$ cat config.mk
export PLATFORM = sky130hd
export DESIGN_NAME = ifs_ctrl
export DESIGN_NICKNAME = d
export VERILOG_FILES = /design/src/ifs_pkg.sv /design/src/ifs_ctrl.sv
export SDC_FILE = /design/constraint.sdc
export NUM_CORES = 1
export LEC_CHECK = 0
export CORE_MARGIN = 2
export CORE_UTILIZATION = 25
export CTS_BUF_LIST = sky130_fd_sc_hd__clkbuf_4
export DETAILED_ROUTE_END_ITERATION = 7
export DONT_BUFFER_PORTS = 1
export PLACE_DENSITY_LB_ADDON = 0.2
export SKIP_LAST_GASP = 1
export SLEW_MARGIN = 10
export SYNTH_ARGS = -nofsm -noshare
export SYNTH_HDL_FRONTEND = slang
export SYNTH_SLANG_ARGS = --single-unit
$ cat constraint.sdc
create_clock -name clk_i -period 0.95 [get_ports clk_i]
set_input_delay 0.0475 -clock clk_i [delete_from_list [all_inputs] [get_ports clk_i]]
set_output_delay 0.0475 -clock clk_i [all_outputs]
set_load 0.02 [all_outputs]
$ cat src/ifs_pkg.sv
package ifs_pkg;

  // point format: signed Q7.16 in 24 bits
  localparam int P_W    = 24;
  localparam int COEF_W = 18;
  localparam int PROD_W = P_W + COEF_W;
  localparam int SUM_W  = PROD_W + 1;

  typedef logic signed [P_W-1:0]    point_t;
  typedef logic signed [COEF_W-1:0] coef_t;
  typedef logic signed [PROD_W-1:0] prod_t;
  typedef logic signed [SUM_W-1:0]  sum_t;

  // opcodes
  localparam logic OP_ITER = 1'b0;
  localparam logic OP_READ = 1'b1;

  // configuration register indexes
  localparam int CFG_IDX_W = 2;
  localparam logic [CFG_IDX_W-1:0] CFG_STEM  = 2'd0;
  localparam logic [CFG_IDX_W-1:0] CFG_LEFT  = 2'd1;
  localparam logic [CFG_IDX_W-1:0] CFG_RIGHT = 2'd2;

  typedef struct packed {
    logic [6:0] stem;
    logic [6:0] left;
    logic [6:0] right;
  } ifs_thr_t;

  localparam logic [6:0] THR_STEM_RST  = 7'd1;
  localparam logic [6:0] THR_LEFT_RST  = 7'd8;
  localparam logic [6:0] THR_RIGHT_RST = 7'd15;

  // affine maps, coefficients in Q16, order a b e c d f
  typedef enum logic [1:0] {
    MAP_STEM,
    MAP_LEFT,
    MAP_RIGHT,
    MAP_MAIN
  } ifs_map_e;

  localparam int K_A = 0;
  localparam int K_B = 1;
  localparam int K_E = 2;
  localparam int K_C = 3;
  localparam int K_D = 4;
  localparam int K_F = 5;

  localparam coef_t FERN_MAPS [4][6] = '{
    '{ 18'sd0,      18'sd0,      18'sd0, 18'sd0,      18'sd10486, 18'sd0      },
    '{ 18'sd13107, -18'sd17039,  18'sd0, 18'sd15073,  18'sd14418, 18'sd104858 },
    '{-18'sd9830,   18'sd18350,  18'sd0, 18'sd17039,  18'sd15729, 18'sd28836  },
    '{ 18'sd55706,  18'sd2621,   18'sd0, -18'sd2621,  18'sd55706, 18'sd104858 }
  };

  // scaling: col = W * (x + 2.75) / 5.5, row = H * (10.1 - y) / 10.1
  localparam logic signed [P_W:0]   COL_OFFSET = 25'sd180224;
  localparam logic signed [P_W+4:0] ROW_TOP    = 29'sd6619136;
  localparam logic signed [P_W+4:0] Y_GAIN     = 29'sd10;

  // 5.5 in Q16 = 2^15 * 11, 10.1 in Q16 times ten = 2^16 * 101
  localparam int COL_PRE_SH  = 15;
  localparam int ROW_PRE_SH  = 16;
  localparam int REC_COL_W   = 20;
  localparam int REC_ROW_W   = 24;
  localparam int REC_COL_SH  = 23;
  localparam int REC_ROW_SH  = 30;
  localparam logic [REC_COL_W-1:0] REC_COL = 20'd762601;
  localparam logic [REC_ROW_W-1:0] REC_ROW = 24'd10631108;

  // controller states
  typedef enum logic [3:0] {
    S_CLEAR,
    S_IDLE,
    S_AX,
    S_BY,
    S_CX,
    S_DY,
    S_NY,
    S_SCALE,
    S_DIV,
    S_PLOT,
    S_RD_ADDR,
    S_RD_DATA,
    S_DONE
  } ifs_state_e;

  // datapath steps
  typedef enum logic [3:0] {
    STEP_NONE,
    STEP_AX,
    STEP_BY,
    STEP_CX,
    STEP_DY,
    STEP_NY,
    STEP_SCALE,
    STEP_DIV,
    STEP_PLOT,
    STEP_RD_ADDR,
    STEP_RD_DATA
  } ifs_step_e;

  typedef struct packed {
    logic      clear;
    logic      load;
    ifs_step_e step;
  } ifs_cmd_t;

  typedef struct packed {
    logic clear_last;
  } ifs_status_t;

endpackage

$ cat src/ifs_ctrl.sv
module ifs_ctrl (
  input  logic                 clk_i,
  input  logic                 rst_ni,
  input  logic                 start_i,
  input  logic                 opcode_i,
  output logic                 busy_o,
  output logic                 result_valid_o,
  output ifs_pkg::ifs_cmd_t    cmd_o,
  input  ifs_pkg::ifs_status_t status_i
);
  import ifs_pkg::*;

  ifs_state_e state_q, state_d;

  // state register
  always_ff @(posedge clk_i or negedge rst_ni) begin
    if (!rst_ni) begin
      state_q <= S_CLEAR;
    end else begin
      state_q <= state_d;
    end
  end

  // next state and commands
  always_comb begin
    state_d        = state_q;
    cmd_o.clear    = 1'b0;
    cmd_o.load     = 1'b0;
    cmd_o.step     = STEP_NONE;
    busy_o         = 1'b1;
    result_valid_o = 1'b0;
    unique case (state_q) inside
      S_CLEAR: begin
        cmd_o.clear = 1'b1;
        if (status_i.clear_last) begin
          state_d = S_IDLE;
        end
      end
      S_IDLE, S_DONE: begin
        busy_o         = 1'b0;
        result_valid_o = (state_q == S_DONE);
        if (start_i) begin
          cmd_o.load = 1'b1;
          state_d    = (opcode_i == OP_READ) ? S_RD_ADDR : S_AX;
        end else begin
          state_d = S_IDLE;
        end
      end
      S_AX: begin
        cmd_o.step = STEP_AX;
        state_d    = S_BY;
      end
      S_BY: begin
        cmd_o.step = STEP_BY;
        state_d    = S_CX;
      end
      S_CX: begin
        cmd_o.step = STEP_CX;
        state_d    = S_DY;
      end
      S_DY: begin
        cmd_o.step = STEP_DY;
        state_d    = S_NY;
      end
      S_NY: begin
        cmd_o.step = STEP_NY;
        state_d    = S_SCALE;
      end
      S_SCALE: begin
        cmd_o.step = STEP_SCALE;
        state_d    = S_DIV;
      end
      S_DIV: begin
        cmd_o.step = STEP_DIV;
        state_d    = S_PLOT;
      end
      S_PLOT: begin
        cmd_o.step = STEP_PLOT;
        state_d    = S_DONE;
      end
      S_RD_ADDR: begin
        cmd_o.step = STEP_RD_ADDR;
        state_d    = S_RD_DATA;
      end
      S_RD_DATA: begin
        cmd_o.step = STEP_RD_DATA;
        state_d    = S_DONE;
      end
      default: begin
        state_d = S_IDLE;
      end
    endcase
  end

  // a result beat only follows the last step of an item
  a_done_after_work: assert property (@(posedge clk_i) disable iff (!rst_ni)
    result_valid_o |-> ($past(state_q) == S_PLOT || $past(state_q) == S_RD_DATA))
    else $error("result beat without finished work");

  // an accepted read goes straight to the memory access
  a_read_dispatch: assert property (@(posedge clk_i) disable iff (!rst_ni)
    (start_i && !busy_o && opcode_i == OP_READ) |=> state_q == S_RD_ADDR)
    else $error("read not dispatched");

  // the clearing pass runs to its last entry
  a_clear_holds: assert property (@(posedge clk_i) disable iff (!rst_ni)
    (state_q == S_CLEAR && !status_i.clear_last) |=> state_q == S_CLEAR)
    else $error("clearing pass left early");

endmodule

# == Word-level counts from Yosys, hierarchy flattened ==
# Cells that the tools add are included.
# Widths: inputs -> output; s select.
# op_classes
eq_ne,13
muxes,10
reduce_logical,3
# ops
cell,n
$pmux 4 s11,1
$pmux 4 s10,1
$eq 4x4->1 const B,5
$eq 4x3->1 const B,4
$mux 4,3
$eq 4x2->1 const B,2
$mux 1,5
$eq 4x1->1 const B,1
$logic_not 4->1,1
$reduce_or 2->1,2
$ne 2x2->1 const B,1
# word_totals
ff_bits,4
in_bits,5
output_inout_bits,8
word_cells,27

# == Longest topological paths before layout ==
# Gate-level depths: netlist of the first run.
# depth
ltp_word,3
mapped_depth,4
ltp_nobuf,3

# == Least setup slack after synthesis of the first run ==
# Ideal clock, no wire load.
# synth_timing
path_type,reg2out
startpoint,register state_q[0]
endpoint,output cmd_o[5] (netlist name)
arrival_ps,1245
t_required_ps,902
slack_ps,-342
path_stages_with_launch,3
path_buffers,1
cell_sequence,dfrtp_1 -> buf_4 -> nor4_1
# synth_rtl
element,line_no,rtl
start: declaration,ifs_ctrl.sv:13,"ifs_state_e state_q, state_d;"
start signal: assignment,ifs_ctrl.sv:20,state_q <= state_d;
end: declaration,ifs_ctrl.sv:8,"output ifs_pkg::ifs_cmd_t cmd_o,"

==> flow_summary.json, run 1 <==
{
  "status": "complete, but fails checks",
  "violations": "negative setup slack",
  "r2r-start": "state_q[2]$_DFFE_PN0P_",
  "syn_to_final_growth_pct": 108,
  "drtAntennaViolNets": 0,
  "cts_max_level": 1,
  "crit_path_start_kind": "register",
  "reg2reg_depth": 5,
  "p_per_area_nw_per_um2": 4150,
  "min_path_type": "in -> reg",
  "rr_endpoint": "state_q[1]$_DFFE_PN0P_",
  "dp_hpwl_um": 761,
  "cts.sinks": 4,
  "gp_congestion": 0.763,
  "drive_gt1_share_pct": 84.3,
  "maxCapViolations": 0,
  "wl_met2_um": 773,
  "top_layer": "met4",
  "cts_tree": "built",
  "finalPower_mw": 3.19,
  "clkSlewWorstSetupHoldPaths_ns": 0.04,
  "reg_top3": "state_q: 4 flops",
  "synth_area_per_cell_sq_um": 8.79,
  "syn_nets": 47,
  "vdd_drop_max_mv": 1.67,
  "slew_headroom_pct": 83.8,
  "placed_area_sq_um": 493,
  "cts-root-buf": "clkbuf_4",
  "yosysWarnings": 0,
  "gr-total-overflow": 0,
  "ys_types": 29,
  "clock_latency_ns": 0.24,
  "drt_iter0_markers": 0,
  "n_fill_cell": 119,
  "synth_ff_type": "dfrtp_1",
  "dr.pass1.iters": 1,
  "via_per_inst": 5.15,
  "rsz0062_at_grt": "true",
  "remaining_drc_errors": 0,
  "met1Wirelength_um": 467,
  "hp-start": "start_i",
  "rows": 13,
  "wl_um": 1350,
  "io_buffers": 0,
  "io_pins": 13,
  "die_area_sq_um": 1800,
  "skew_ns": 0.00841,
  "fin_crit_sh_pct": 139,
  "netlist_area_sq_um": 369,
  "critPathCaptureType": "primary output",
  "syn-instance-count": 42,
  "die-height_um": 42.4,
  "grt_pass1_vias": 459,
  "arrival_ns": 1.27,
  "ys_seq_area_share_pct": 27.1,
  "holdPathEnd": "state_q[0]$_DFFE_PN0P_",
  "reg2reg_slack_ns": -0.32,
  "diodes": 0,
  "largest_reg_flops": 4,
  "cts_max_path_buffers": 2,
  "dp.cells": 68,
  "antenna_found_initial": 0,
  "synth_edf_count": 0,
  "start_util_pct": 27.7,
  "crit_required_ns": 0.90,
  "ys_async_sr_fraction_pct": 100,
  "power.leakage_nw": 0.345,
  "wl_per_cell_um": 15.8,
  "fin_area_sq_um": 769,
  "critical_path_class": "reg -> out",
  "worstMarginPinSlew_ns": 0.239,
  "worst-path-max-fanout": 7,
  "core-area_sq_um": 1330,
  "grt_start_max_net_pins": 8,
  "grtUsageTotal_pct": 15.0,
  "cts_made_buffers": 3,
  "whs_path_depth": 3,
  "wl_met3_um": 68,
  "finalSetupViolCount": 12,
  "max_clock_freq_mhz": 759,
  "fin_ws_ns": -0.367,
  "vias": 438,
  "largest_register": "state_q",
  "nets": 77,
  "grt_pass1_wl_um": 2010,
  "instances_no_fill": 85,
  "period_needed_ns": 1.32,
  "hold_viol_final": 0,
  "die_w_um": 42.4,
  "ys_seq_elements": 4,
  "final_max_slew_viol_count": 0
}
==> kinds of logic (layout without fill, tap and decap cells) <==
group                  count (synthesis)  after routing  synth area share, %
multiplexers                           2              2                 5.42
AND/OR/NAND/NOR                       20             20                 34.9
flip-flops                             4              4                 27.1
AO/OA/AOI/OAI                         11             11                 20.3
buffers and inverters                  5             33                 12.2
==> metal layers <==
metal / vias up / GRT usage (%)
li1: 207 / -
met1: 212 / 14.1
met2: 15 / 28.0
met3: 4 / 6.47
met4: 0 / 5.63
met5: - / 0
==> layout by cell type (no fill, tap or decap) <==
cell / synthesis / final
o21bai_1: 1 / 1
nand3_1: 1 / 1
o21ai_4: 0 / 1
inv_2: 1 / 1
nand2b_4: 0 / 3
nor3_2: 0 / 1
a21oi_2: 0 / 1
buf_4: 1 / 17
o31ai_2: 0 / 1
nand2_4: 1 / 2
clkbuf_4: 0 / 3
nand3b_1: 1 / 1
and2_4: 0 / 1
buf_6: 3 / 10
a32oi_1: 1 / 1
nor2_2: 1 / 1
nor4_4: 0 / 1
dfrtp_2: 0 / 4
or2b_4: 1 / 1
o21ai_2: 1 / 3
nor2b_2: 1 / 1
nor3b_2: 0 / 1
dlygate4sd3_1: 0 / 2
nor3_4: 0 / 1
a31o_1: 1 / 1
a21boi_4: 0 / 1
mux2i_4: 0 / 1
nor2_4: 1 / 3
nand2_1: 3 / 2
o22ai_1: 1 / 1
mux2i_1: 2 / 1
==> final cells by class <==
| type | instances | area, sq um | area share, % |
|---|---|---|---|
| multi-input combinational | 33 | 359 | 46.7 |
| timing repair buffer | 29 | 260 | 33.8 |
| inverter | 1 | 3.75 | 0.488 |
| clock buffer | 3 | 22.5 | 2.93 |
| tap | 15 | 18.8 | 2.44 |
| sequential | 4 | 105 | 13.7 |
==> critical path: stages, from the launching register on <==
cell and delay, ns:
dfrtp_2 0.48, nand3b_1 0.23, o21ai_4 0.11, and2_4 0.21
==> synth_stat cells (2+ instances only) <==
cell,number,area (sq um)
mux2i_1,2,20.0
dfrtp_1,4,100
nand2_1,3,11.3
nor2_1,2,7.51
nand2b_1,3,18.8
nor3_1,2,10.0
o21ai_0,2,10.0
buf_6,3,33.8
==> worst max-delay path by stage <==
stage                           startpoint  slack (ns)                endpoint
floorplan           state_q[0]$_DFFE_PN0P_       -0.12                cmd_o[1]
global placement    state_q[2]$_DFFE_PN0P_       -0.17                cmd_o[4]
detailed placement  state_q[2]$_DFFE_PN0P_       -0.20  state_q[0]$_DFFE_PN0P_
CTS                 state_q[0]$_DFFE_PN0P_       -0.36                cmd_o[1]
global route        state_q[0]$_DFFE_PN0P_       -0.41                cmd_o[4]
finish              state_q[0]$_DFFE_PN0P_       -0.37                cmd_o[4]
==> through the flow <==
| step | setup slack, ns | setup TNS, ns | hold slack, ns | util, % |
|---|---|---|---|---|
| floorplan | -0.116 | -0.588 | -0.248 | - |
| global placement | -0.167 | -1.45 | -0.248 | 37.0 |
| detailed placement | -0.197 | -1.63 | -0.248 | 37.0 |
| CTS | -0.360 | -3.34 | 0.0424 | 50.9 |
| global route | -0.406 | -3.91 | 0.0395 | 57.7 |
| finish | -0.367 | -3.37 | 0.0413 | 57.7 |
==> power by group <==
group | switching, mW | leakage [nW] | internal, mW
Sequential | 0.203 | 0.0446 | 0.270
Clock | 0.0690 | 0.0138 | 0.141
Combinational | 1.18 | 0.287 | 1.33
==> repair_timing <==
action,4_1_cts,5_1_grt
endpoints found under the hold margin,5,0
setup endpoints to repair,12,12
setup buffers,8,4
gates cloned,0,0
pin swaps,5,7
hold buffers,2,0
resized for setup,23,12
(Power assumes the default switching activity.)
==> inputs of run 2 (changes only) <==
- clock period: 0.95 -> 1.1 ns (I/O delays scaled with it)
==> run 2 against run 1 <==
  * The run still ends with negative setup slack left
  * Critical endpoint is now cmd_o[2]
  * Cell area shrank 22%
  * Worst setup slack better by 0.16 ns
  * Non-clock buffer count down 9
==> flow_summary.json, run 2 (same netlist as run 1, synthesis figures left out) <==
{
  "crit_required_ns": 1.04,
  "core-area_sq_um": 1330,
  "antenna_found_initial": 0,
  "wl_um": 979,
  "finalSetupViolCount": 10,
  "p_int_mw": 1.10,
  "clkSlewWorstSetupHoldPaths_ns": 0.04,
  "nets": 68,
  "syn_to_final_growth_pct": 62.4,
  "max_clock_freq_mhz": 763,
  "cts_max_level": 1,
  "final_cell_mix": "14 x buf_4, 4 x buf_6",
  "gp_congestion": 0.765,
  "die_w_um": 42.4,
  "placed_area_sq_um": 478,
  "largest_reg_flops": 4,
  "power.share.switching_pct": 46.2,
  "pwr-share-seq_pct": 17.8,
  "holdPathEnd": "state_q[0]$_DFFE_PN0P_",
  "reg2reg_depth": 5,
  "hp-start": "start_i",
  "largest_register": "state_q",
  "pre_cts_slack_ns": -0.0386,
  "period_needed_ns": 1.31,
  "cts_tree": "built",
  "cts-root-buf": "clkbuf_4",
  "final_common_cell": "buf_4",
  "diodes": 0,
  "critPathCaptureType": "primary output",
  "rows": 13,
  "grt_pass1_vias": 351,
  "r2r-start": "state_q[2]$_DFFE_PN0P_",
  "vdd_drop_max_mv": 1.21,
  "maxCapViolations": 0,
  "fin_area_sq_um": 599,
  "drtAntennaViolNets": 0,
  "cts_made_buffers": 3,
  "rsz0062_at_grt": "true",
  "die_area_sq_um": 1800,
  "grtUsageTotal_pct": 11.0,
  "p_sw_mw": 0.943,
  "reg2reg_slack_ns": -0.09,
  "fin_hold_ws_ns": 0.0181,
  "io_buffers": 0,
  "min_path_type": "in -> reg",
  "n_fill_cell": 146,
  "comb_power_share_pct": 73.1,
  "dp_hpwl_um": 673,
  "start_util_pct": 27.7,
  "dr.pass1.iters": 1,
  "slew_headroom_pct": 82.1,
  "grt_start_max_net_pins": 8,
  "p_per_area_nw_per_um2": 3400,
  "cts.sinks": 4,
  "grt_pass1_wl_um": 1440,
  "critical_path_class": "reg -> out",
  "cts_max_path_buffers": 2,
  "worst-path-max-fanout": 5,
  "die-height_um": 42.4,
  "fin_ws_ns": -0.210,
  "skew_ns": 0.00353,
  "final_max_slew_viol_count": 0,
  "gr-total-overflow": 0,
  "reg_top3": "state_q: 4 flops",
  "power.leakage_nw": 0.264,
  "hold_viol_final": 0,
  "setup.worst_path.start": "state_q[3]$_DFFE_PN0P_",
  "io_pins": 13,
  "remaining_drc_errors": 0,
  "whs_path_depth": 3,
  "violations": "negative setup slack",
  "status": "complete, but fails checks",
  "crit_path_start_kind": "register",
  "wl_per_cell_um": 12.9,
  "arrival_ns": 1.26,
  "finalPower_mw": 2.04,
  "vias": 360,
  "drt_iter0_markers": 0,
  "power_frac_clock_pct": 9.0,
  "worstMarginPinSlew_ns": 0.267,
  "drive_gt1_share_pct": 65.6,
  "via_per_inst": 4.74,
  "fin_crit_sh_pct": 119,
  "clock_latency_ns": 0.24,
  "rr_endpoint": "state_q[0]$_DFFE_PN0P_"
}
==> run 2: cell count changes in the layout (fill, tap and decap cells not counted), moves of 2 or more <==
cell / before / now
buf_4: 17 / 14
o21ai_0: 0 / 2
nand2b_1: 0 / 3
nand2b_4: 3 / 0
buf_6: 10 / 4
==> run 2: repair_timing <==
item,in CTS,in global routing
gates cloned,0,0
setup buffers,2,1
endpoints found under the setup margin,11,12
hold buffers,2,0
gates resized for setup,10,6
endpoints found under the hold margin,5,0
pin swaps,3,2
==> run 2: layer usage <==
layer | track usage [%] | part of all wire (%)
met1 | 13.5 | 45
met2 | 14.8 | 46
met3 | 6.90 | 8.2
met4 | 5.63 | 1.2
met5 | 0 | 0
==> run 2: cell type report <==
class | instances | area, sq um | area share (%)
Multi-Input combinational cell | 33 | 280 | 46.8
Clock buffer | 3 | 22.5 | 3.76
Sequential cell | 4 | 104 | 17.3
Timing Repair Buffer | 20 | 170 | 28.4
Inverter | 1 | 3.75 | 0.626
Tap cell | 15 | 18.8 | 3.13
==> run 2: power by group through the flow <==
stage | registers [mW] | logic [mW] | clock network, mW
after global routing | 0.383 | 1.61 | 0.199
after detailed placement | 0.351 | 1.25 | 0
final | 0.364 | 1.49 | 0.184
after CTS | 0.364 | 1.38 | 0.191
after global placement | 0.347 | 1.25 | 0
after floorplan | 0.254 | 0.995 | 0
==> run 2: worst max-delay path by stage <==
stage	endpoint	slack, ns
after floorplan	cmd_o[2]	0.0005
after global placement	cmd_o[4]	-0.02
after detailed placement	cmd_o[4]	-0.04
after CTS	cmd_o[2]	-0.22
after global routing	cmd_o[2]	-0.26
final	cmd_o[2]	-0.21
==> run 2: per-stage QoR <==
stage / util, % / instances / setup TNS, ns
floorplan: - / 42 / 0
finish: 44.9 / 76 / -1.51
CTS: 42.3 / 75 / -1.64
global route: 44.9 / 76 / -2.18
global placement: 35.8 / 68 / -0.0339
detailed placement: 35.8 / 68 / -0.0761
==> run 2: worst max-delay path, cell delays in order (launching register included) <==
cell     delay [ns]
dfrtp_1        0.42
or2b_4         0.30
mux2i_2        0.13
buf_4          0.16
==> inputs of run 3 (changes only) <==
- CORE_AREA: default -> 2 2 39 41
- CORE_MARGIN: 2 -> default
- CORE_UTILIZATION: 25 -> default
- DIE_AREA: default -> 0 0 41 43
==> run 3 against run 2 <==
  * The run still ends with negative setup slack left
  * Core utilization increased by 3.3 points
  * Combinational power increased by 16%
  * Worst setup slack got worse by 0.0048 ns
  * Non-clock buffer count increased by 8
  * Flip-flop and latch count unchanged
  * Fmax decreased by 0.36%
  * Worst hold slack improved by 0.0056 ns
  * Clock-buffer cell count unchanged
  * Global-route usage increased by 4.2 points
  * Final cell count increased by 12%
  * First-iteration DRC count increased by 5
  * Clock skew increased by 0.0044 ns
  * Critical path type unchanged
  * Largest power group unchanged
  * Highest routed layer is now met3
==> flow_summary.json, run 3 (same netlist as run 1, synthesis figures left out) <==
{
  "drive_gt1_share_pct": 73.9,
  "placed_area_sq_um": 502,
  "arrival_ns": 1.26,
  "antenna_found_initial": 0,
  "cp-endpoint": "cmd_o[2]",
  "power.leakage_nw": 0.309,
  "dr.pass1.iters": 3,
  "io_buffers": 0,
  "diodes": 0,
  "syn_to_final_growth_pct": 81.0,
  "drtAntennaViolNets": 0,
  "fin_hold_ws_ns": 0.0236,
  "via_per_inst": 4.64,
  "path_depth": 3,
  "comb_power_share_pct": 75.1,
  "core-area_sq_um": 1380,
  "power_frac_clock_pct": 8.1,
  "cts_made_buffers": 3,
  "status": "complete, but fails checks",
  "cts_max_path_buffers": 2,
  "slew_headroom_pct": 82.0,
  "dp.cells": 72,
  "die-height_um": 43,
  "cts-root-buf": "clkbuf_4",
  "critPathTopFamily": "flip-flops",
  "max_clock_freq_mhz": 760,
  "min_path_type": "in -> reg",
  "largest_reg_flops": 4,
  "power.share.switching_pct": 43.3,
  "finalPower_mw": 2.30,
  "fin_area_sq_um": 668,
  "drt_iter0_markers": 5,
  "io_pins": 13,
  "critPathCaptureType": "primary output",
  "path_cells": "or2b_4 > mux2i_2 > buf_4",
  "rr_endpoint": "state_q[0]$_DFFE_PN0P_",
  "p_per_area_nw_per_um2": 3440,
  "period_needed_ns": 1.32,
  "die_w_um": 41,
  "dp_hpwl_um": 726,
  "maxCapViolations": 0,
  "remaining_drc_errors": 0,
  "cts_max_level": 1,
  "gr-total-overflow": 0,
  "clkSlewWorstSetupHoldPaths_ns": 0.04,
  "reg_top3": "state_q: 4 flops",
  "largest_register": "state_q",
  "fin_crit_sh_pct": 120,
  "grtUsageTotal_pct": 15.2,
  "grt_pass1_vias": 411,
  "wl_um": 1060,
  "final_cell_mix": "21 x buf_4, 5 x buf_6, 4 x dfrtp_2",
  "cts_tree": "built",
  "nets": 76,
  "wl_per_cell_um": 12.4,
  "rsz0062_at_grt": "true",
  "worst-path-max-fanout": 8,
  "vias": 394,
  "final_util_pct": 48.3,
  "gp_congestion": 0.698,
  "reg2reg_depth": 5,
  "setup.worst_path.start": "state_q[2]$_DFFE_PN0P_",
  "rows": 14,
  "n_fill_cell": 136,
  "path_buf_inv": 1,
  "clock_latency_ns": 0.24,
  "final_common_cell": "buf_4",
  "grt_pass1_wl_um": 1750,
  "r2r-start": "state_q[2]$_DFFE_PN0P_",
  "skew_ns": 0.00792,
  "violations": "negative setup slack",
  "fin_ws_ns": -0.215,
  "crit_path_top_delay_cell": "dfrtp_2",
  "die_area_sq_um": 1760,
  "reg2reg_slack_ns": -0.10,
  "crit_path_start_kind": "register",
  "worstMarginPinSlew_ns": 0.269,
  "start_util_pct": 26.7,
  "finalSetupViolCount": 10,
  "instances_no_fill": 85,
  "grt_start_max_net_pins": 9,
  "cpPeakStageDelay_ns": 0.45,
  "p_sw_mw": 0.995,
  "crit_required_ns": 1.04,
  "final_max_slew_viol_count": 0,
  "hold_viol_final": 0,
  "critical_path_class": "reg -> out",
  "cts.sinks": 4,
  "pwr-share-seq_pct": 16.8,
  "vdd_drop_max_mv": 1.16,
  "p_int_mw": 1.31
}
## run 3: metrics by stage
step	worst slack [ns]	setup TNS [ns]
2_1_floorplan	0.000495	0
3_3_place_gp	-0.0280	-0.0807
3_5_place_dp	-0.0906	-0.283
4_1_cts	-0.217	-1.67
5_1_grt	-0.269	-2.21
6_report	-0.215	-1.55
## run 3: how the worst min path moves through the flow
stage,startpoint,end,slack (ns),cells after the start
5_1_grt,start_i,state_q[0]$_DFFE_PN0P_,0.03,3
2_1_floorplan,rst_ni,state_q[0]$_DFFE_PN0P_,-0.24,0
6_report,start_i,state_q[0]$_DFFE_PN0P_,0.02,3
3_5_place_dp,rst_ni,state_q[0]$_DFFE_PN0P_,-0.24,0
3_3_place_gp,rst_ni,state_q[0]$_DFFE_PN0P_,-0.24,0
4_1_cts,start_i,state_q[0]$_DFFE_PN0P_,0.02,3
## run 3: layout make-up
class	count	area, sq um	area share, %
Multi-Input combinational cell	33	283	42.3
Timing Repair Buffer	28	234	35.0
Sequential cell	4	105	15.7
Clock buffer	3	22.5	3.37
Tap cell	16	20.0	3.00
Inverter	1	3.75	0.562
## run 3: tightest hold or removal path, stage by stage
cell and delay [ns]:
nor2_4 0.02, nand2_1 0.05, a32oi_1 0.09
## run 3: timing repair
action	in CTS	in global routing
endpoints found under the setup margin	11	11
hold buffers	2	0
endpoints found under the hold margin	5	0
pin swaps	5	3
resized for setup	14	7
buffers inserted	6	2
## run 3: metal layers
| metal | GRT usage (%) | up-vias | share of wire [%] |
|---|---|---|---|
| met1 | 18.8 | 182 | 40 |
| li1 | - | 203 | - |
| met4 | 8.00 | 0 | 0 |
| met3 | 6.81 | 0 | 5.0 |
| met2 | 21.3 | 9 | 55 |
| met5 | 0 | - | 0 |
## run 3: power by group through the flow
stage | registers, mW | clock network [mW] | logic (mW)
6_report | 0.387 | 0.186 | 1.73
5_1_grt | 0.414 | 0.212 | 1.84
4_1_cts | 0.374 | 0.194 | 1.59
3_5_place_dp | 0.368 | 0 | 1.32
3_3_place_gp | 0.361 | 0 | 1.31
2_1_floorplan | 0.254 | 0 | 0.995
